**config.mk**
```make
export PLATFORM = sky130hd
export DESIGN_NAME = rlv_ramp
export DESIGN_NICKNAME = d
export VERILOG_FILES = /design/src/design/rlv_pkg.sv /design/src/design/rlv_ramp.sv
export SDC_FILE = /design/constraint.sdc
export NUM_CORES = 1
export LEC_CHECK = 0
export BUFFER_PORTS_ARGS = -buffer_cell sky130_fd_sc_hd__buf_2
export CAP_MARGIN = 20
export CORE_ASPECT_RATIO = 0.5
export CORE_MARGIN = 5
export CORE_UTILIZATION = 59
export CTS_BUF_LIST = sky130_fd_sc_hd__clkbuf_8
export DETAILED_ROUTE_END_ITERATION = 8
export PLACE_DENSITY = 0.79
export SYNTH_ARGS = -nofsm -noshare
export SYNTH_HDL_FRONTEND = slang
export SYNTH_SLANG_ARGS = --single-unit
```
**constraint.sdc**
```tcl
create_clock -name clock -period 3.4 [get_ports clock]
set_input_delay 0.85 -clock clock [delete_from_list [all_inputs] [get_ports clock]]
set_output_delay 0.85 -clock clock [all_outputs]
set_load 0.01 [all_outputs]
```
**src/design/rlv_pkg.sv**
```systemverilog
`timescale 1ns / 1ps
// ---------------------------------------------------------------------------
// rlv_pkg
// Shared types, codes and constants of the radial light vignette pipeline.
// ---------------------------------------------------------------------------
package rlv_pkg;

   // light modes
   typedef enum logic [1:0] {
      MODE_OFF     = 2'd0,
      MODE_AMBIENT = 2'd1,
      MODE_PLAYER  = 2'd2,
      MODE_UNUSED  = 2'd3
   } mode_type;

   // brightness source picked after the distance compare
   typedef enum logic [1:0] {
      SEL_RAMP  = 2'd0,
      SEL_FULL  = 2'd1,
      SEL_FLOOR = 2'd2
   } sel_type;

   // register indexes of the csr port
   localparam logic [2:0] REG_MODE   = 3'd0;
   localparam logic [2:0] REG_WIDTH  = 3'd1;
   localparam logic [2:0] REG_TOP    = 3'd2;
   localparam logic [2:0] REG_BOTTOM = 3'd3;
   localparam logic [2:0] REG_LX     = 3'd4;
   localparam logic [2:0] REG_LY     = 3'd5;

   localparam int SQRT_STEPS = 18;
   localparam int DIV_STEPS  = 16;

   // player radii in q12.4
   localparam logic [15:0] PLY_CORE_Q = 16'd1344;
   localparam logic [15:0] PLY_EDGE_Q = 16'd3520;

   // one minus floor, q0.16
   localparam logic [15:0] AMB_FDIFF = 16'd36045;
   localparam logic [15:0] PLY_FDIFF = 16'd45875;

   // floor brightness rounded to q8
   localparam logic [8:0] AMB_FLOOR_Q8 = 9'd115;
   localparam logic [8:0] PLY_FLOOR_Q8 = 9'd77;
   localparam logic [8:0] FULL_Q8      = 9'd256;

   typedef struct packed {
      mode_type           mode;
      logic [11:0]        width;
      logic [11:0]        top;
      logic [11:0]        bottom;
      logic signed [12:0] light_x;
      logic signed [12:0] light_y;
   } cfg_type;

   // item context carried alongside the distance
   typedef struct packed {
      logic [31:0] pixel;
      logic        bypass;
      logic        amb;
      logic [15:0] core;
      logic [15:0] edge_q;
   } side_type;

   // item context carried alongside the ramp value
   typedef struct packed {
      logic [31:0] pixel;
      logic        bypass;
      logic        amb;
      sel_type     sel;
   } shade_type;

   // round(r * 3.2) for the remainder of width / 5
   function automatic logic [3:0] core_tab(input logic [2:0] r);
      logic [3:0] v;
      case (r)
         3'd0:    v = 4'd0;
         3'd1:    v = 4'd3;
         3'd2:    v = 4'd6;
         3'd3:    v = 4'd10;
         3'd4:    v = 4'd13;
         default: v = 4'd0;
      endcase
      return v;
   endfunction

   // floor(r * 9.92 + 0.5) for the remainder of width / 25
   function automatic logic [7:0] edge_tab(input logic [4:0] r);
      logic [7:0] v;
      case (r)
         5'd0:  v = 8'd0;
         5'd1:  v = 8'd10;
         5'd2:  v = 8'd20;
         5'd3:  v = 8'd30;
         5'd4:  v = 8'd40;
         5'd5:  v = 8'd50;
         5'd6:  v = 8'd60;
         5'd7:  v = 8'd69;
         5'd8:  v = 8'd79;
         5'd9:  v = 8'd89;
         5'd10: v = 8'd99;
         5'd11: v = 8'd109;
         5'd12: v = 8'd119;
         5'd13: v = 8'd129;
         5'd14: v = 8'd139;
         5'd15: v = 8'd149;
         5'd16: v = 8'd159;
         5'd17: v = 8'd169;
         5'd18: v = 8'd179;
         5'd19: v = 8'd188;
         5'd20: v = 8'd198;
         5'd21: v = 8'd208;
         5'd22: v = 8'd218;
         5'd23: v = 8'd228;
         5'd24: v = 8'd238;
         default: v = 8'd0;
      endcase
      return v;
   endfunction

endpackage

```
**src/design/rlv_ramp.sv**
```systemverilog
`timescale 1ns / 1ps
// ---------------------------------------------------------------------------
// rlv_ramp
// Distance compare against the radii, then a pipelined divider that
// forms t = (d - core) / span in q0.16, one quotient bit per stage.
// ---------------------------------------------------------------------------
module rlv_ramp (
   input  logic               clock,
   input  logic               reset,
   input  logic               en,
   input  logic               in_valid,
   input  logic [17:0]        in_dist,
   input  rlv_pkg::side_type  in_side,
   output logic               out_valid,
   output logic [15:0]        out_t,
   output rlv_pkg::shade_type out_shade
);
   import rlv_pkg::*;

   typedef struct packed {
      logic [15:0] rem;
      logic [15:0] span;
      logic [15:0] quo;
      shade_type   shade;
   } dv_type;

   // one bit of restoring division
   function automatic dv_type dv_step(input dv_type a);
      logic [16:0] r2;
      dv_type      b;
      b  = a;
      r2 = {a.rem, 1'b0};
      if (r2 >= {1'b0, a.span}) begin
         b.rem = 16'(r2 - {1'b0, a.span});
         b.quo = {a.quo[14:0], 1'b1};
      end else begin
         b.rem = r2[15:0];
         b.quo = {a.quo[14:0], 1'b0};
      end
      return b;
   endfunction

   logic   vc_ff;
   dv_type cmp_ff;
   dv_type cmp_in;
   dv_type st_ff [DIV_STEPS];
   logic   v_ff  [DIV_STEPS];
   dv_type src   [DIV_STEPS];
   logic   vsrc  [DIV_STEPS];

   // compare stage
   always_comb begin
      cmp_in.rem          = 16'(in_dist - {2'd0, in_side.core});
      cmp_in.span         = in_side.edge_q - in_side.core;
      cmp_in.quo          = '0;
      cmp_in.shade.pixel  = in_side.pixel;
      cmp_in.shade.bypass = in_side.bypass;
      cmp_in.shade.amb    = in_side.amb;
      if (in_dist <= {2'd0, in_side.core}) begin
         cmp_in.shade.sel = SEL_FULL;
      end else if (in_dist >= {2'd0, in_side.edge_q}) begin
         cmp_in.shade.sel = SEL_FLOOR;
      end else begin
         cmp_in.shade.sel = SEL_RAMP;
      end
   end

   always_ff @(posedge clock) begin
      if (reset) begin
         vc_ff <= 1'b0;
      end else if (en) begin
         vc_ff <= in_valid;
      end
      if (en) begin
         cmp_ff <= cmp_in;
      end
   end

   // divider chain
   for (genvar k = 0; k < DIV_STEPS; k++) begin : g_step
      if (k == 0) begin : g_first
         assign src[k]  = cmp_ff;
         assign vsrc[k] = vc_ff;
      end else begin : g_next
         assign src[k]  = st_ff[k-1];
         assign vsrc[k] = v_ff[k-1];
      end
      always_ff @(posedge clock) begin
         if (reset) begin
            v_ff[k] <= 1'b0;
         end else if (en) begin
            v_ff[k] <= vsrc[k];
         end
         if (en) begin
            st_ff[k] <= dv_step(src[k]);
         end
      end
   end

   assign out_valid = v_ff[DIV_STEPS-1];
   assign out_t     = st_ff[DIV_STEPS-1].quo;
   assign out_shade = st_ff[DIV_STEPS-1].shade;

endmodule

```
==> impl_metrics.json <==
{
  "ctsHoldBuffers": 0,
  "cp_top_family": "compound AO/OA/AOI/OAI gates",
  "path_clk_slew_ns": 0.07,
  "post-cts-setup-buffers": 0,
  "p_leak_uw": 0.02366,
  "ios": 141,
  "yosys_warnings": 0,
  "ys_seq_elements": 1277,
  "drc_errors": 0,
  "powerDensity_nw_per_um2": 809.5,
  "slowest_stage": "edfxtp_1",
  "overflow": 0,
  "grt_max_degree": 127,
  "nFillCells": 6329,
  "via_count": 28970,
  "cts-buffers-inserted": 171,
  "die_area_sq_um": 99460,
  "ant_nets": 0,
  "synth_ff_type": "edfxtp_1",
  "die_w_microns": 441.0,
  "track_usage": 0.1709,
  "seq_area_frac_synth": 0.6994,
  "gp_congestion": 0.9115,
  "final.setup.tns_ns": 0,
  "crit_type": "register to register",
  "core_sq_um": 92520,
  "clock_skew_ns": 0.04459,
  "syn-cell-area_sq_um": 54810,
  "cp_max_fo": 17,
  "cp_num_buf_inv": 2,
  "max-vdd-ir-drop_mv": 0.3587,
  "path_cells": "inv_1 -> ha_1 -> nor2b_1 -> o2111a_2 -> o31ai_4 -> a31oi_2 -> a311oi_2 -> o21ai_1 -> a211o_1 -> buf_12 -> mux2_1",
  "slew_headroom": 0.3301,
  "post-route-min-period_ns": 3.219,
  "status": "finished clean",
  "clock.fmax_mhz": 310.7,
  "power_uw": 49210,
  "synthCells": 3650,
  "drtIter0Drc": 2041,
  "drive_gt1_frac": 0.1396,
  "crit_required_ns": 3.97,
  "start_util": 0.5924,
  "clkSinkCount": 1277,
  "start_kind": "register",
  "nNetsFinal": 4401,
  "clk_latency_ns": 0.86,
  "dieHeight_microns": 225.5,
  "rsz0062_at_grt": "false",
  "hpwl_microns": 56640,
  "cts_tree": "yes",
  "async_reset_ff_frac": 0,
  "tightest_slew_ns": 1.002,
  "grt_pass1_vias": 29660,
  "antenna_found_initial": 0,
  "synth_area_per_cell_sq_um": 15.02,
  "synth_area_leaders": "edfxtp_1 70%, ha_1 6.9%, mux2_2 2.6%",
  "setup_violations": 0,
  "maxCapViolCount": 0,
  "clockBufferDepth": 3,
  "cts_resized": 0,
  "post-route-period-util": 0.9468,
  "worstPathArrival_ns": 3.79,
  "viasPerCell": 5.391,
  "diodes": 0,
  "final_cell_mix": "1276 x edfxtp_1, 408 x inv_1, 302 x ha_1",
  "crit_path_max_incr_delay_ns": 0.41,
  "root_buffer": "clkbuf_8",
  "min-delay-path-class": "input port to register",
  "grt_pass1_wl_microns": 139200,
  "syn-num-nets": 4057,
  "synth_area_leader_cell": "edfxtp_1",
  "final_common_cell": "edfxtp_1",
  "h-tree-depth": 4,
  "wire_per_inst_microns": 15.43,
  "portBuffers": 140,
  "std_cell_rows": 79,
  "drt_wl_total_microns": 82940,
  "slew_violations": 0,
  "firstDrtPassIters": 5,
  "hold_viol": 0,
  "ys_types": 69,
  "endpoint_kind": "register",
  "regToRegSetupSlack_ns": 0.18,
  "area_growth_pct": 10.91,
  "utilization": 0.6571,
  "fin_hold_ws_ns": 0.1856,
  "synth_top_area_frac": 0.6991,
  "synth-edff-count": 1276
}
==> metrics by stage <==
stage / cells / cell area, sq um / setup WS [ns]
final: 5374 / 60790 / 0.1810
after global routing: 5374 / 60790 / 0.05004
after CTS: 5374 / 60770 / 0.1222
after detailed placement: 5076 / 57630 / -0.1917
after global placement: 5076 / 57630 / -0.2214
after floorplan: 3650 / 54810 / 0.1684
==> power by group <==
group / internal, uW / switching, uW
Combinational: 7760 / 8550
Clock: 5260 / 5430
Sequential: 21000 / 1160
==> worst paths after layout <==
path                 start             to  depth (start not counted)
max          st_ff[0][389]  st_ff[0][490]                         11
min            in_side[47]     cmp_ff[17]                          1
max reg2reg  st_ff[0][389]  st_ff[0][490]                         11
min reg2reg    st_ff[1][3]   st_ff[1][87]                          0
==> logic make-up (layout without fill, tap and decap cells) <==
| family | Yosys count | in the layout | synth area share |
|---|---|---|---|
| AOI/OAI and AO/OA | 646 | 646 | 0.07574 |
| muxes | 152 | 152 | 0.03127 |
| DFF | 1277 | 1277 | 0.6994 |
| buffers and inverters | 382 | 851 | 0.02682 |
| adders and majority gates | 319 | 319 | 0.07515 |
| xor gates and xnor gates | 182 | 182 | 0.02908 |
| and+or+nand+nor | 692 | 692 | 0.06248 |
==> per-layer routing <==
layer / wire length, microns / global-route usage
met1: 35020 / 0.2079
met2: 41310 / 0.2925
met3: 3261 / 0.03334
met4: 3347 / 0.09043
met5: 0 / 0
==> synth_stat cells (all sizes together) (9+ instances only) <==
master	count
xnor2	122
o31a	17
and2	32
ha	302
mux2i	16
or3	15
or2	16
o21a	50
a211o	11
nand2b	38
o21ai	153
a211oi	25
mux2	136
nor4	15
and4	10
nor2b	49
a21oi	172
nor3	75
a21o	60
a31oi	26
edfxtp	1276
o31ai	30
a21boi	14
nand3	35
inv	354
and3	12
o211ai	15
nor2	158
nand4	42
o21bai	13
xor2	60
o311ai	9
nand2	174
clkbuf	16
buf	12
fa	17
==> layout make-up <==
type | instances | area, sq um | share of cell area
inverters | 354 | 1329 | 0.02186
multi-input cells | 1991 | 15040 | 0.2474
repair buffers | 199 | 1371 | 0.02256
well taps | 1255 | 1570 | 0.02583
clock inverters | 124 | 749.5 | 0.01233
clock buffers | 174 | 2395 | 0.03939
flip-flops and latches | 1277 | 38340 | 0.6306
==> flip-flops by register name (all words and copies together) (netlist names) <==
register and flops:
cmp_ff 68, st_ff 1192, v_ff 16, vc_ff 1
Power figures use the tool's default switching activity.
