$ cat src/design/rlv_pkg.sv
`timescale 1ns / 1ps
// ---------------------------------------------------------------------------
// rlv_pkg
// Shared types, codes and constants of the radial light vignette pipeline.
// ---------------------------------------------------------------------------
package rlv_pkg;

   // light modes
   typedef enum logic [1:0] {
      MODE_OFF     = 2'd0,
      MODE_AMBIENT = 2'd1,
      MODE_PLAYER  = 2'd2,
      MODE_UNUSED  = 2'd3
   } mode_type;

   // brightness source picked after the distance compare
   typedef enum logic [1:0] {
      SEL_RAMP  = 2'd0,
      SEL_FULL  = 2'd1,
      SEL_FLOOR = 2'd2
   } sel_type;

   // register indexes of the csr port
   localparam logic [2:0] REG_MODE   = 3'd0;
   localparam logic [2:0] REG_WIDTH  = 3'd1;
   localparam logic [2:0] REG_TOP    = 3'd2;
   localparam logic [2:0] REG_BOTTOM = 3'd3;
   localparam logic [2:0] REG_LX     = 3'd4;
   localparam logic [2:0] REG_LY     = 3'd5;

   localparam int SQRT_STEPS = 18;
   localparam int DIV_STEPS  = 16;

   // player radii in q12.4
   localparam logic [15:0] PLY_CORE_Q = 16'd1344;
   localparam logic [15:0] PLY_EDGE_Q = 16'd3520;

   // one minus floor, q0.16
   localparam logic [15:0] AMB_FDIFF = 16'd36045;
   localparam logic [15:0] PLY_FDIFF = 16'd45875;

   // floor brightness rounded to q8
   localparam logic [8:0] AMB_FLOOR_Q8 = 9'd115;
   localparam logic [8:0] PLY_FLOOR_Q8 = 9'd77;
   localparam logic [8:0] FULL_Q8      = 9'd256;

   typedef struct packed {
      mode_type           mode;
      logic [11:0]        width;
      logic [11:0]        top;
      logic [11:0]        bottom;
      logic signed [12:0] light_x;
      logic signed [12:0] light_y;
   } cfg_type;

   // item context carried alongside the distance
   typedef struct packed {
      logic [31:0] pixel;
      logic        bypass;
      logic        amb;
      logic [15:0] core;
      logic [15:0] edge_q;
   } side_type;

   // item context carried alongside the ramp value
   typedef struct packed {
      logic [31:0] pixel;
      logic        bypass;
      logic        amb;
      sel_type     sel;
   } shade_type;

   // round(r * 3.2) for the remainder of width / 5
   function automatic logic [3:0] core_tab(input logic [2:0] r);
      logic [3:0] v;
      case (r)
         3'd0:    v = 4'd0;
         3'd1:    v = 4'd3;
         3'd2:    v = 4'd6;
         3'd3:    v = 4'd10;
         3'd4:    v = 4'd13;
         default: v = 4'd0;
      endcase
      return v;
   endfunction

   // floor(r * 9.92 + 0.5) for the remainder of width / 25
   function automatic logic [7:0] edge_tab(input logic [4:0] r);
      logic [7:0] v;
      case (r)
         5'd0:  v = 8'd0;
         5'd1:  v = 8'd10;
         5'd2:  v = 8'd20;
         5'd3:  v = 8'd30;
         5'd4:  v = 8'd40;
         5'd5:  v = 8'd50;
         5'd6:  v = 8'd60;
         5'd7:  v = 8'd69;
         5'd8:  v = 8'd79;
         5'd9:  v = 8'd89;
         5'd10: v = 8'd99;
         5'd11: v = 8'd109;
         5'd12: v = 8'd119;
         5'd13: v = 8'd129;
         5'd14: v = 8'd139;
         5'd15: v = 8'd149;
         5'd16: v = 8'd159;
         5'd17: v = 8'd169;
         5'd18: v = 8'd179;
         5'd19: v = 8'd188;
         5'd20: v = 8'd198;
         5'd21: v = 8'd208;
         5'd22: v = 8'd218;
         5'd23: v = 8'd228;
         5'd24: v = 8'd238;
         default: v = 8'd0;
      endcase
      return v;
   endfunction

endpackage

$ cat src/design/rlv_shade.sv
`timescale 1ns / 1ps
// ---------------------------------------------------------------------------
// rlv_shade
// Smoothstep, floor blend, q8 rounding and channel scaling in five stages.
// ---------------------------------------------------------------------------
module rlv_shade (
   input  logic               clock,
   input  logic               reset,
   input  logic               en,
   input  logic               in_valid,
   input  logic [15:0]        in_t,
   input  rlv_pkg::shade_type in_shade,
   output logic               out_valid,
   output logic [31:0]        out_pixel
);
   import rlv_pkg::*;

   logic        va_ff, vb_ff, vc_ff, vd_ff, ve_ff;
   shade_type   sa_ff, sb_ff, sc_ff, sd_ff;
   logic [31:0] prod_a;
   logic [15:0] t2a_ff;
   logic [17:0] ka_ff;
   logic [33:0] prod_b;
   logic [17:0] sb_val_ff;
   logic [33:0] prod_c;
   logic [16:0] bright_c_ff;
   logic [17:0] bsum;
   logic [9:0]  q8_raw;
   logic [8:0]  q8_in, q8_d_ff;
   logic [16:0] pr, pg, pb;
   logic [31:0] pixel_e_ff;

   // stage a: t squared and the cubic factor
   assign prod_a = in_t * in_t;
   always_ff @(posedge clock) begin
      if (reset) begin
         va_ff <= 1'b0;
      end else if (en) begin
         va_ff <= in_valid;
      end
      if (en) begin
         t2a_ff <= prod_a[31:16];
         ka_ff  <= 18'd196608 - {1'b0, in_t, 1'b0};
         sa_ff  <= in_shade;
      end
   end

   // stage b: smoothstep value
   assign prod_b = {18'd0, t2a_ff} * {16'd0, ka_ff};
   always_ff @(posedge clock) begin
      if (reset) begin
         vb_ff <= 1'b0;
      end else if (en) begin
         vb_ff <= va_ff;
      end
      if (en) begin
         sb_val_ff <= prod_b[33:16];
         sb_ff     <= sa_ff;
      end
   end

   // stage c: blend toward the floor
   assign prod_c = {16'd0, sb_val_ff} * {18'd0, (sb_ff.amb ? AMB_FDIFF : PLY_FDIFF)};
   always_ff @(posedge clock) begin
      if (reset) begin
         vc_ff <= 1'b0;
      end else if (en) begin
         vc_ff <= vb_ff;
      end
      if (en) begin
         bright_c_ff <= 17'(18'd65536 - prod_c[33:16]);
         sc_ff       <= sb_ff;
      end
   end

   // stage d: round to q8 and pick the source
   always_comb begin
      bsum   = {1'b0, bright_c_ff} + 18'd128;
      q8_raw = bsum[17:8];
      case (sc_ff.sel)
         SEL_FULL:  q8_in = FULL_Q8;
         SEL_FLOOR: q8_in = sc_ff.amb ? AMB_FLOOR_Q8 : PLY_FLOOR_Q8;
         default:   q8_in = (q8_raw > 10'd256) ? FULL_Q8 : q8_raw[8:0];
      endcase
   end

   always_ff @(posedge clock) begin
      if (reset) begin
         vd_ff <= 1'b0;
      end else if (en) begin
         vd_ff <= vc_ff;
      end
      if (en) begin
         q8_d_ff <= q8_in;
         sd_ff   <= sc_ff;
      end
   end

   // stage e: scale rgb, keep alpha; bypass items pass through unchanged
   always_comb begin
      pr = {9'd0, sd_ff.pixel[23:16]} * {8'd0, q8_d_ff};
      pg = {9'd0, sd_ff.pixel[15:8]}  * {8'd0, q8_d_ff};
      pb = {9'd0, sd_ff.pixel[7:0]}   * {8'd0, q8_d_ff};
   end

   always_ff @(posedge clock) begin
      if (reset) begin
         ve_ff <= 1'b0;
      end else if (en) begin
         ve_ff <= vd_ff;
      end
      if (en) begin
         pixel_e_ff <= sd_ff.bypass ? sd_ff.pixel :
                       {sd_ff.pixel[31:24], pr[15:8], pg[15:8], pb[15:8]};
      end
   end

   assign out_valid = ve_ff;
   assign out_pixel = pixel_e_ff;

endmodule

$ cat config.mk
export PLATFORM = sky130hd
export DESIGN_NAME = rlv_shade
export DESIGN_NICKNAME = d
export VERILOG_FILES = /design/src/design/rlv_pkg.sv /design/src/design/rlv_shade.sv
export SDC_FILE = /design/constraint.sdc
export NUM_CORES = 2
export LEC_CHECK = 0
export ABC_AREA = 1
export BUFFER_PORTS_ARGS = -buffer_cell sky130_fd_sc_hd__buf_2
export CORE_AREA = 8 8 267 269
export CTS_CLUSTER_SIZE = 12
export DETAILED_ROUTE_END_ITERATION = 12
export DIE_AREA = 0 0 275 277
export GPL_ROUTABILITY_DRIVEN = 0
export HOLD_SLACK_MARGIN = 0.12
export PLACE_DENSITY = 0.77
export SLEW_MARGIN = 30
export SYNTH_ARGS = -nofsm -noshare
export SYNTH_HDL_FRONTEND = slang
export SYNTH_SLANG_ARGS = --single-unit
$ cat constraint.sdc
create_clock -name clock -period 17.6 [get_ports clock]
set_input_delay 5.28 -clock clock [delete_from_list [all_inputs] [get_ports clock]]
set_output_delay 5.28 -clock clock [all_outputs]
set_load 0.01 [all_outputs]
==> flow_metrics.tcl <==
set metrics [dict create \
    antenna_cells 0 \
    r2r_cells 29 \
    worst-slew-pin-transition_ns 1.03 \
    final_nets 5912 \
    grt_max_degree 114 \
    post-route-period-util_pct 58.7 \
    io_pins 89 \
    num_vias 29900 \
    synth_top_area_share_pct 32.1 \
    reg2reg_to "bright_c_ff[14]" \
    rows 95 \
    design.core.area_um2 66800 \
    overflow 0 \
    ant_nets 0 \
    ys_top_cells_by_area "fa_1, edfxtp_1, ha_1, inv_1, nand2_1" \
    grt_pass1_vias 32100 \
    grt_use_total_pct 24.3 \
    setup_viol 0 \
    post-route-min-period_ns 10.33 \
    hold_path_class "reg2reg" \
    antenna_found_initial 0 \
    layout_common_cells "inv_1, nand2_1, fa_1" \
    ys_ff_latch 248 \
    areaGrowthSynthToFinish_pct 4.93 \
    cts_resized 0 \
    worstHoldEndpoint "sd_ff[3]" \
    ys.flop_type "edfxtp_1" \
    cp-startpoint "in_t[13]" \
    fp.dieW_um 275 \
    syn_inst 4789 \
    die_h_um 277 \
    r2r_start "sb_ff[2]" \
    insertion_delay_ns 0.60 \
    crit_type "in2reg" \
    rsz0062_at_grt "no" \
    drt_iter0_markers 1965 \
    cts_setup_buffers 0 \
    drive_above_1_share_pct 4.07 \
    timing.slew.headroom_pct 31.4 \
    clk_pin_slew_ns 0.06 \
    worst_ep_arrival_time_ns 10.68 \
    synth_top_area_cell "fa_1" \
    initial_utilization_pct 60.3 \
    hold_buffers 0 \
    max_freq_mhz 96.8 \
    drtPass1Iterations 6 \
    min_path_cells 0 \
    cp.required_ns 17.95 \
    finClkSkew_ns 0.0379 \
    die_area_um2 76200 \
    synth_warnings 0 \
    hold_path.startpoint "sc_ff[3]" \
    syn_area_um2 40300 \
    hold_violations 0 \
    numCtsBuffers 28 \
    final_common_cell "inv_1" \
    r2r_slack_ns 10.73 \
    drc 0 \
    fin_tns_setup_ns 0 \
    dp_hpwl_um 74000 \
    critPathLaunchType "input port" \
    clk_path_buf_depth 3 \
    async_flop_share_pct 0 \
    maxSlewViolCount 0 \
    wire_per_inst_um 16.0 \
    status "completed" \
    grt_pass1_wl_um 152000 \
    end_kind "register" \
    cts_tree "yes" \
    cap_violations 0 \
    path_max_fanout 20 \
    portBuffers 88 \
    wl_um 90400 \
    syn_avg_cell_area_um2 8.42 \
    cts_max_level 1 \
    avgViaCountPerCell 5.28 \
    synth_cell_types 54 \
    clkSinkCount 248 \
    synth-edff-count 243 \
    cts-root-buf "clkbuf_16" \
    ys_seq_area_share_pct 18.3 \
]
cell families (layout without fill, tap and decap cells):
kind of cell,after synthesis,in the layout,share of synthesized area [%]
AO/OA/AOI/OAI,285,285,3.96
XOR/XNOR,90,90,1.96
adder cells (fa/ha/maj),1083,1083,45.6
buffers and inverters,1550,1549,14.5
flip-flops,248,248,18.4
other,1,4,0.00930
AND/OR/NAND/NOR,1532,1532,15.6
per-layer routing:
layer / vias to the layer above / share of wire [%] / GRT usage (%)
met2: 1106 / 50 / 43.3
met4: 0 / 2.9 / 7.52
met1: 14500 / 40 / 30.7
met3: 200 / 6.4 / 2.68
met5: - / 0 / 0
li1: 14100 / - / -
through the flow:
stage / util (%) / hold WS [ns] / area [µm²] / cells / setup WS [ns]
global placement: 61.9 / 0.400 / 41400 / 5613 / 6.81
floorplan: - / 0.400 / 40300 / 4792 / 6.94
finish: 63.3 / 0.414 / 42300 / 5664 / 7.27
global route: 63.3 / 0.420 / 42300 / 5664 / 6.94
CTS: 63.3 / 0.415 / 42300 / 5661 / 7.37
detailed placement: 61.9 / 0.405 / 41400 / 5613 / 6.74
flip-flops by register name, indices dropped and copies added, names as in the netlist:
name	count
out_valid	1
bright_c_ff	10
sb_ff	36
sc_ff	36
out_pixel	32
sb_val_ff	18
sd_ff	33
sa_ff	36
t2a_ff	16
va_ff	1
vc_ff	1
ka_ff	17
vb_ff	1
vd_ff	1
q8_d_ff	9
how the worst max path moves through the flow:
stage,endpoint,slack [ns]
4_1_cts,t2a_ff[15],7.37
2_1_floorplan,t2a_ff[15],6.94
3_5_place_dp,t2a_ff[15],6.74
3_3_place_gp,t2a_ff[14],6.81
6_report,t2a_ff[14],7.27
5_1_grt,t2a_ff[14],6.94
cell usage after synthesis, types with 2 or more instances:
master / count
a221oi_1: 6
buf_1: 14
o211ai_1: 2
o31ai_1: 3
or2_2: 4
clkbuf_1: 125
nand3b_1: 15
buf_2: 6
inv_1: 1399
o21ai_1: 4
and2_1: 5
dfxtp_1: 5
nand2_1: 1131
nand2_2: 22
a211oi_1: 5
xnor2_1: 34
o21ai_0: 87
o21a_1: 4
a21o_1: 9
o21bai_1: 15
fa_1: 646
nor2_1: 166
edfxtp_1: 243
nand3_1: 97
buf_4: 3
a31oi_1: 6
nor3_1: 27
a21oi_1: 136
nor2_2: 11
or3b_1: 3
nor2_4: 5
xor2_1: 56
ha_1: 437
nand4_1: 24
nor3_2: 4
nand3_2: 2
nor3b_1: 4
nor4_1: 8
worst max-delay path: stages:
cell	delay, ns
buf_2	0.37
nand2_1	0.14
fa_1	0.55
inv_1	0.07
fa_1	0.53
inv_1	0.05
fa_1	0.48
fa_1	0.58
fa_1	0.43
fa_1	0.49
inv_1	0.04
ha_1	0.36
nand2_1	0.15
nor4_1	0.58
nand3_1	0.14
nand3_1	0.16
nand2_1	0.08
nand3b_1	0.10
xor2_1	0.07
area by class of cell:
class | count | area, µm²
sequential | 248 | 7400
clock buffer | 36 | 731
fill | 5522 | 24500
timing repair buffer | 100 | 563
inverter | 1401 | 5260
multi-input combinational | 2994 | 27100
clock inverter | 12 | 170
tap | 873 | 1090
Power is left out: the tool's default activity adds up to more than one toggle a clock period on the data nets, which glitch-free logic cannot reach.
