### src/design/rlv_pkg.sv
`timescale 1ns / 1ps
// ---------------------------------------------------------------------------
// rlv_pkg
// Shared types, codes and constants of the radial light vignette pipeline.
// ---------------------------------------------------------------------------
package rlv_pkg;

   // light modes
   typedef enum logic [1:0] {
      MODE_OFF     = 2'd0,
      MODE_AMBIENT = 2'd1,
      MODE_PLAYER  = 2'd2,
      MODE_UNUSED  = 2'd3
   } mode_type;

   // brightness source picked after the distance compare
   typedef enum logic [1:0] {
      SEL_RAMP  = 2'd0,
      SEL_FULL  = 2'd1,
      SEL_FLOOR = 2'd2
   } sel_type;

   // register indexes of the csr port
   localparam logic [2:0] REG_MODE   = 3'd0;
   localparam logic [2:0] REG_WIDTH  = 3'd1;
   localparam logic [2:0] REG_TOP    = 3'd2;
   localparam logic [2:0] REG_BOTTOM = 3'd3;
   localparam logic [2:0] REG_LX     = 3'd4;
   localparam logic [2:0] REG_LY     = 3'd5;

   localparam int SQRT_STEPS = 18;
   localparam int DIV_STEPS  = 16;

   // player radii in q12.4
   localparam logic [15:0] PLY_CORE_Q = 16'd1344;
   localparam logic [15:0] PLY_EDGE_Q = 16'd3520;

   // one minus floor, q0.16
   localparam logic [15:0] AMB_FDIFF = 16'd36045;
   localparam logic [15:0] PLY_FDIFF = 16'd45875;

   // floor brightness rounded to q8
   localparam logic [8:0] AMB_FLOOR_Q8 = 9'd115;
   localparam logic [8:0] PLY_FLOOR_Q8 = 9'd77;
   localparam logic [8:0] FULL_Q8      = 9'd256;

   typedef struct packed {
      mode_type           mode;
      logic [11:0]        width;
      logic [11:0]        top;
      logic [11:0]        bottom;
      logic signed [12:0] light_x;
      logic signed [12:0] light_y;
   } cfg_type;

   // item context carried alongside the distance
   typedef struct packed {
      logic [31:0] pixel;
      logic        bypass;
      logic        amb;
      logic [15:0] core;
      logic [15:0] edge_q;
   } side_type;

   // item context carried alongside the ramp value
   typedef struct packed {
      logic [31:0] pixel;
      logic        bypass;
      logic        amb;
      sel_type     sel;
   } shade_type;

   // round(r * 3.2) for the remainder of width / 5
   function automatic logic [3:0] core_tab(input logic [2:0] r);
      logic [3:0] v;
      case (r)
         3'd0:    v = 4'd0;
         3'd1:    v = 4'd3;
         3'd2:    v = 4'd6;
         3'd3:    v = 4'd10;
         3'd4:    v = 4'd13;
         default: v = 4'd0;
      endcase
      return v;
   endfunction

   // floor(r * 9.92 + 0.5) for the remainder of width / 25
   function automatic logic [7:0] edge_tab(input logic [4:0] r);
      logic [7:0] v;
      case (r)
         5'd0:  v = 8'd0;
         5'd1:  v = 8'd10;
         5'd2:  v = 8'd20;
         5'd3:  v = 8'd30;
         5'd4:  v = 8'd40;
         5'd5:  v = 8'd50;
         5'd6:  v = 8'd60;
         5'd7:  v = 8'd69;
         5'd8:  v = 8'd79;
         5'd9:  v = 8'd89;
         5'd10: v = 8'd99;
         5'd11: v = 8'd109;
         5'd12: v = 8'd119;
         5'd13: v = 8'd129;
         5'd14: v = 8'd139;
         5'd15: v = 8'd149;
         5'd16: v = 8'd159;
         5'd17: v = 8'd169;
         5'd18: v = 8'd179;
         5'd19: v = 8'd188;
         5'd20: v = 8'd198;
         5'd21: v = 8'd208;
         5'd22: v = 8'd218;
         5'd23: v = 8'd228;
         5'd24: v = 8'd238;
         default: v = 8'd0;
      endcase
      return v;
   endfunction

endpackage

### src/design/rlv_geom.sv
`timescale 1ns / 1ps
// ---------------------------------------------------------------------------
// rlv_geom
// Three stages: centre and offsets, radii and squares, squared distance.
// ---------------------------------------------------------------------------
module rlv_geom (
   input  logic             clock,
   input  logic             reset,
   input  logic             en,
   input  rlv_pkg::cfg_type cfg,
   input  logic             in_valid,
   input  logic [31:0]      in_pixel,
   input  logic [11:0]      in_column,
   input  logic [11:0]      in_row,
   output logic             out_valid,
   output logic [34:0]      out_rad,
   output rlv_pkg::side_type out_side
);
   import rlv_pkg::*;

   logic              amb, active, use_view, bypass;
   logic signed [19:0] cx, cy, dx, dy;
   logic [19:0]       adx_w, ady_w;
   logic [25:0]       prod5;
   logic [23:0]       prod25;
   logic [12:0]       rsum;

   // stage 1 registers
   logic        v1_ff;
   logic [31:0] pix1_ff;
   logic        byp1_ff, amb1_ff;
   logic [16:0] adx1_ff, ady1_ff;
   logic [9:0]  q5_1_ff;
   logic [7:0]  q25_1_ff;
   logic [11:0] w1_ff;

   // stage 2 registers
   logic        v2_ff;
   logic [33:0] sqx2_ff, sqy2_ff;
   side_type    side2_ff;
   logic [11:0] r5_full, r25_full;
   logic [15:0] core_amb, edge_amb;

   // stage 3 registers
   logic        v3_ff;
   logic [34:0] rad3_ff;
   side_type    side3_ff;

   // mode decode and passthrough test
   always_comb begin
      amb      = (cfg.mode == MODE_AMBIENT);
      active   = amb || (cfg.mode == MODE_PLAYER);
      use_view = amb || cfg.light_x[12];
      bypass   = !active || (cfg.width == 12'd0) || (cfg.bottom <= cfg.top) ||
                 (in_row < cfg.top) || (in_row >= cfg.bottom) ||
                 (in_column >= cfg.width);
      rsum     = {1'b0, cfg.top} + {1'b0, cfg.bottom};
      if (use_view) begin
         cx = $signed({5'd0, cfg.width, 3'd0});
         cy = $signed({4'd0, rsum, 3'd0});
      end else begin
         cx = $signed({{3{cfg.light_x[12]}}, cfg.light_x, 4'd0});
         cy = $signed({{3{cfg.light_y[12]}}, cfg.light_y, 4'd0});
      end
      dx     = $signed({4'd0, in_column, 4'd0}) - cx;
      dy     = $signed({4'd0, in_row, 4'd0}) - cy;
      adx_w  = dx[19] ? 20'(-dx) : 20'(dx);
      ady_w  = dy[19] ? 20'(-dy) : 20'(dy);
      prod5  = {14'd0, cfg.width} * 26'd13108;
      prod25 = {12'd0, cfg.width} * 24'd2622;
   end

   // stage 1: offsets and width quotients
   always_ff @(posedge clock) begin
      if (reset) begin
         v1_ff <= 1'b0;
      end else if (en) begin
         v1_ff <= in_valid;
      end
      if (en) begin
         pix1_ff  <= in_pixel;
         byp1_ff  <= bypass;
         amb1_ff  <= amb;
         adx1_ff  <= adx_w[16:0];
         ady1_ff  <= ady_w[16:0];
         q5_1_ff  <= prod5[25:16];
         q25_1_ff <= prod25[23:16];
         w1_ff    <= cfg.width;
      end
   end

   // radii from quotient and remainder
   always_comb begin
      r5_full  = w1_ff - ({2'd0, q5_1_ff} * 12'd5);
      r25_full = w1_ff - ({4'd0, q25_1_ff} * 12'd25);
      core_amb = {2'd0, q5_1_ff, 4'd0} + {12'd0, core_tab(r5_full[2:0])};
      edge_amb = ({8'd0, q25_1_ff} * 16'd248) + {8'd0, edge_tab(r25_full[4:0])};
   end

   // stage 2: radii and squares
   always_ff @(posedge clock) begin
      if (reset) begin
         v2_ff <= 1'b0;
      end else if (en) begin
         v2_ff <= v1_ff;
      end
      if (en) begin
         sqx2_ff         <= {17'd0, adx1_ff} * {17'd0, adx1_ff};
         sqy2_ff         <= {17'd0, ady1_ff} * {17'd0, ady1_ff};
         side2_ff.pixel  <= pix1_ff;
         side2_ff.bypass <= byp1_ff;
         side2_ff.amb    <= amb1_ff;
         side2_ff.core   <= amb1_ff ? core_amb : PLY_CORE_Q;
         side2_ff.edge_q <= amb1_ff ? edge_amb : PLY_EDGE_Q;
      end
   end

   // stage 3: squared distance
   always_ff @(posedge clock) begin
      if (reset) begin
         v3_ff <= 1'b0;
      end else if (en) begin
         v3_ff <= v2_ff;
      end
      if (en) begin
         rad3_ff  <= {1'b0, sqx2_ff} + {1'b0, sqy2_ff};
         side3_ff <= side2_ff;
      end
   end

   assign out_valid = v3_ff;
   assign out_rad   = rad3_ff;
   assign out_side  = side3_ff;

endmodule

### config.mk
export PLATFORM = sky130hd
export DESIGN_NAME = rlv_geom
export DESIGN_NICKNAME = d
export VERILOG_FILES = /design/src/design/rlv_pkg.sv /design/src/design/rlv_geom.sv
export SDC_FILE = /design/constraint.sdc
export NUM_CORES = 1
export LEC_CHECK = 0
export ABC_AREA = 0
export BUFFER_PORTS_ARGS = -buffer_cell sky130_fd_sc_hd__clkbuf_2
export CAP_MARGIN = 20
export CELL_PAD_IN_SITES_DETAIL_PLACEMENT = 0
export CELL_PAD_IN_SITES_GLOBAL_PLACEMENT = 1
export CORE_UTILIZATION = 44
export DETAILED_ROUTE_END_ITERATION = 12
export PLACE_DENSITY = 0.71
export SYNTH_ARGS = -nofsm -noshare
export SYNTH_HDL_FRONTEND = slang
export SYNTH_SLANG_ARGS = --single-unit
### constraint.sdc
create_clock -name clock -period 18.9 [get_ports clock]
set_input_delay 3.78 -clock clock [delete_from_list [all_inputs] [get_ports clock]]
set_output_delay 3.78 -clock clock [all_outputs]
set_load 0.02 [all_outputs]
==> results.md <==
* Vias in the first global route at 22.5k
* Largest net degree at the start of global routing at 83
* Initial drt markers at 784
* Largest family of logic cells by synthesized area: adder cells
* Yosys Warn Count at 0
* DRC at 0
* Final setup fails at 0
* CTS tree: yes
* Crit path from: cfg[52]
* Count leader, synth: inv_1
* Ports at 226
* Adder-Cell Fraction of Synth Area at 41.0%
* Netlist Area Pre-Place at 32200 um^2
* PortBufs at 217
* Setup crit end kind: register
* First-pass GRT wire length at 110000 um
* Share of the synthesized area in the top cell type at 27.6%
* Hold path startpoint: pix1_ff[9]
* Clock-pin slew on the worst setup and hold paths at 60 ps
* Initial Utilization at 44.7%
* Crit Path Class: in -> reg
* Crit share post-route at 45.0%
* Core ar. at 72000 um^2
* Clock Sinks at 299
* Compound-Gate Fraction of Synth Area at 8.61%
* Area growth syn-to-layout at 10.0%
* Number of enable flip-flop cells after synthesis at 296
* Synth Register Bits at 299
* Final min period at 8500 ps
* Routed len/inst at 15.7 um
* Initial DRT Pass Iterations at 6
* Unrepaired setup endpoints after global routing: false
* Dominant cell type by area after synthesis: edfxtp_1
* Via density at 5.05
* Die height at 273 um
* CTS Buffer Depth at 3
* Hold-fix buffer count after cts at 0
* Num CTS Buffers at 35
* Highest metal used: met4
* Worst path required time at 19200 ps
* Sequential area share after synthesis at 27.8%
* Worst-case clock skew at 27.8 ps
* CTS H-tree lvls at 2
* Setup TNS at 0 ps
* Yosys cell types at 79
* Hpwl dp at 54900 um
* Reg2reg end: sqy2_ff[31]
* Slew margin rel. at 31.7%
* FMAX at 0.118 GHz
* Multiplexer area fraction after synthesis at 0.862%
* GRT Util Overall at 18.1%
* RR Startpoint: ady1_ff[5]
* CP Max Fanout at 8
* Path depth of the worst reg2reg path at 22
* Nets at 4185
* Final Slew Violations at 0
* Metal2 WL at 32300 um
* Synth Area per Inst at 10.8 um^2
* Critical Path Source Type: input port
* Synth Area in Simple Gates at 8.57%
* Worst setup endpoint: q25_1_ff[7]
* Num rows at 98
* Post-synth top flop: edfxtp_1
* Fin Hold WS at 411 ps
* Antenna Nets Post-Route at 0
* Status: finished clean
* XOR/XNOR Fraction of Synth Area at 5.49%
* Synth top area cells: edfxtp_1 28%, fa_1 21%, ha_1 20%
* Wire length on met3 at 2000 um
* Hold Path Class: reg -> reg
* Post-CTS Setup Repair Bufs at 0
* Hold Path Depth at 0
* Async set or reset register ratio after synthesis at 0%
* Initial antenna violation count at 1
* Die Area at 74300 um^2
* Total Wirelength at 65700 um
* CTS resizes at 0
* Worst-Skew Late Latency at 560 ps
* Arr. time, crit path at 8800 ps
* Met1 wire length at 29800 um
* Via Count at 21.1k
* Most frequent cells after synthesis: 587 x inv_1, 519 x ha_1, 335 x fa_1, 296 x edfxtp_1, 148 x xnor2_1
* Grt ovf at 0
* Layout cells sized above 1 at 9.87%
* GP Congestion at 0.863
* Chip Width at 273 um
* Final hold viol count at 0
* Fillers at 6532
* Mapped Cells at 2996
* Max cap viols at 0
* FF-to-FF setup slack at 11780 ps
* Worst slew pin tran at 1020 ps
* Clock root buffer: clkbuf_16
layout by cell type (no fill, tap or decap), types with 22 or more instances in the layout:
| master | instances |
|---|---|
| inv_1 | 587 |
| o21ai_0 | 66 |
| a211oi_1 | 22 |
| fa_1 | 335 |
| ha_1 | 519 |
| edfxtp_1 | 296 |
| xor2_1 | 52 |
| clkbuf_2 | 216 |
| xnor2_1 | 148 |
| nor2b_1 | 22 |
| a21oi_1 | 135 |
| clkbuf_16 | 35 |
| nor2_1 | 113 |
| nor3_1 | 28 |
| and2_1 | 122 |
| a21o_1 | 53 |
| nand2_1 | 141 |
| nand3_1 | 30 |
worst min-delay path by stage:
stage                     slack [ps]           end
after global placement           400  out_side[41]
after floorplan                  400   out_side[0]
after CTS                        410  side2_ff[43]
final                            410  side2_ff[43]
after detailed placement         400  out_side[59]
after global routing             420  side2_ff[41]
critical path: stages:
cell      delay (ps)
clkbuf_2         240
inv_1            200
fa_1             580
inv_1             50
ha_1             180
fa_1             440
ha_1             290
inv_1             50
fa_1             530
inv_1             40
ha_1             290
a21o_1           160
a21o_1           180
a211oi_1         280
o221ai_1         270
a221oi_1         520
o21ai_0          270
nor4_1           220
nor3_1           110
xnor2_1          130
stage by stage:
step	util (%)	cells	worst slack, ps	area (um^2)
after floorplan	-	3003	10630	32200
after global placement	47.7	4120	9940	34300
after detailed placement	47.7	4120	9890	34300
after CTS	49.2	4183	10450	35400
after global routing	49.2	4184	10150	35400
final	49.2	4184	10400	35400
state kept, by name, summed over array words and instances (netlist names), 14 cells and up:
name,count
sqy2_ff,27
out_rad,29
adx1_ff,14
side2_ff,64
out_side,64
ady1_ff,14
sqx2_ff,27
pix1_ff,32
layout make-up:
cell class,count,area (um^2),area share (%)
Antenna cell,1,2.50,0.00706
Clock buffer,45,933,2.63
Sequential cell,299,8950,25.2
Multi-Input combinational cell,2056,20800,58.7
Timing Repair Buffer,228,1180,3.33
Tap cell,950,1190,3.35
Inverter,587,2200,6.22
Clock inverter,18,178,0.501
metal layers:
metal | global-route usage (%) | vias to the layer above
met1 | 23.6 | 10400
met4 | 4.75 | 0
met3 | 2.12 | 81
met5 | 0 | -
li1 | - | 10400
met2 | 31.9 | 273
cell families (layout without fill, tap and decap cells):
group | count (synthesis) | after routing
simple gates | 542 | 542
compound gates | 424 | 424
fa+ha+maj | 854 | 854
xor+xnor | 201 | 201
buf+inv | 648 | 878
mux | 27 | 27
other cells | 1 | 9
flops | 299 | 299
Power is left out: the tool's default activity adds up to more than one toggle a clock period on the data nets, which glitch-free logic cannot reach.
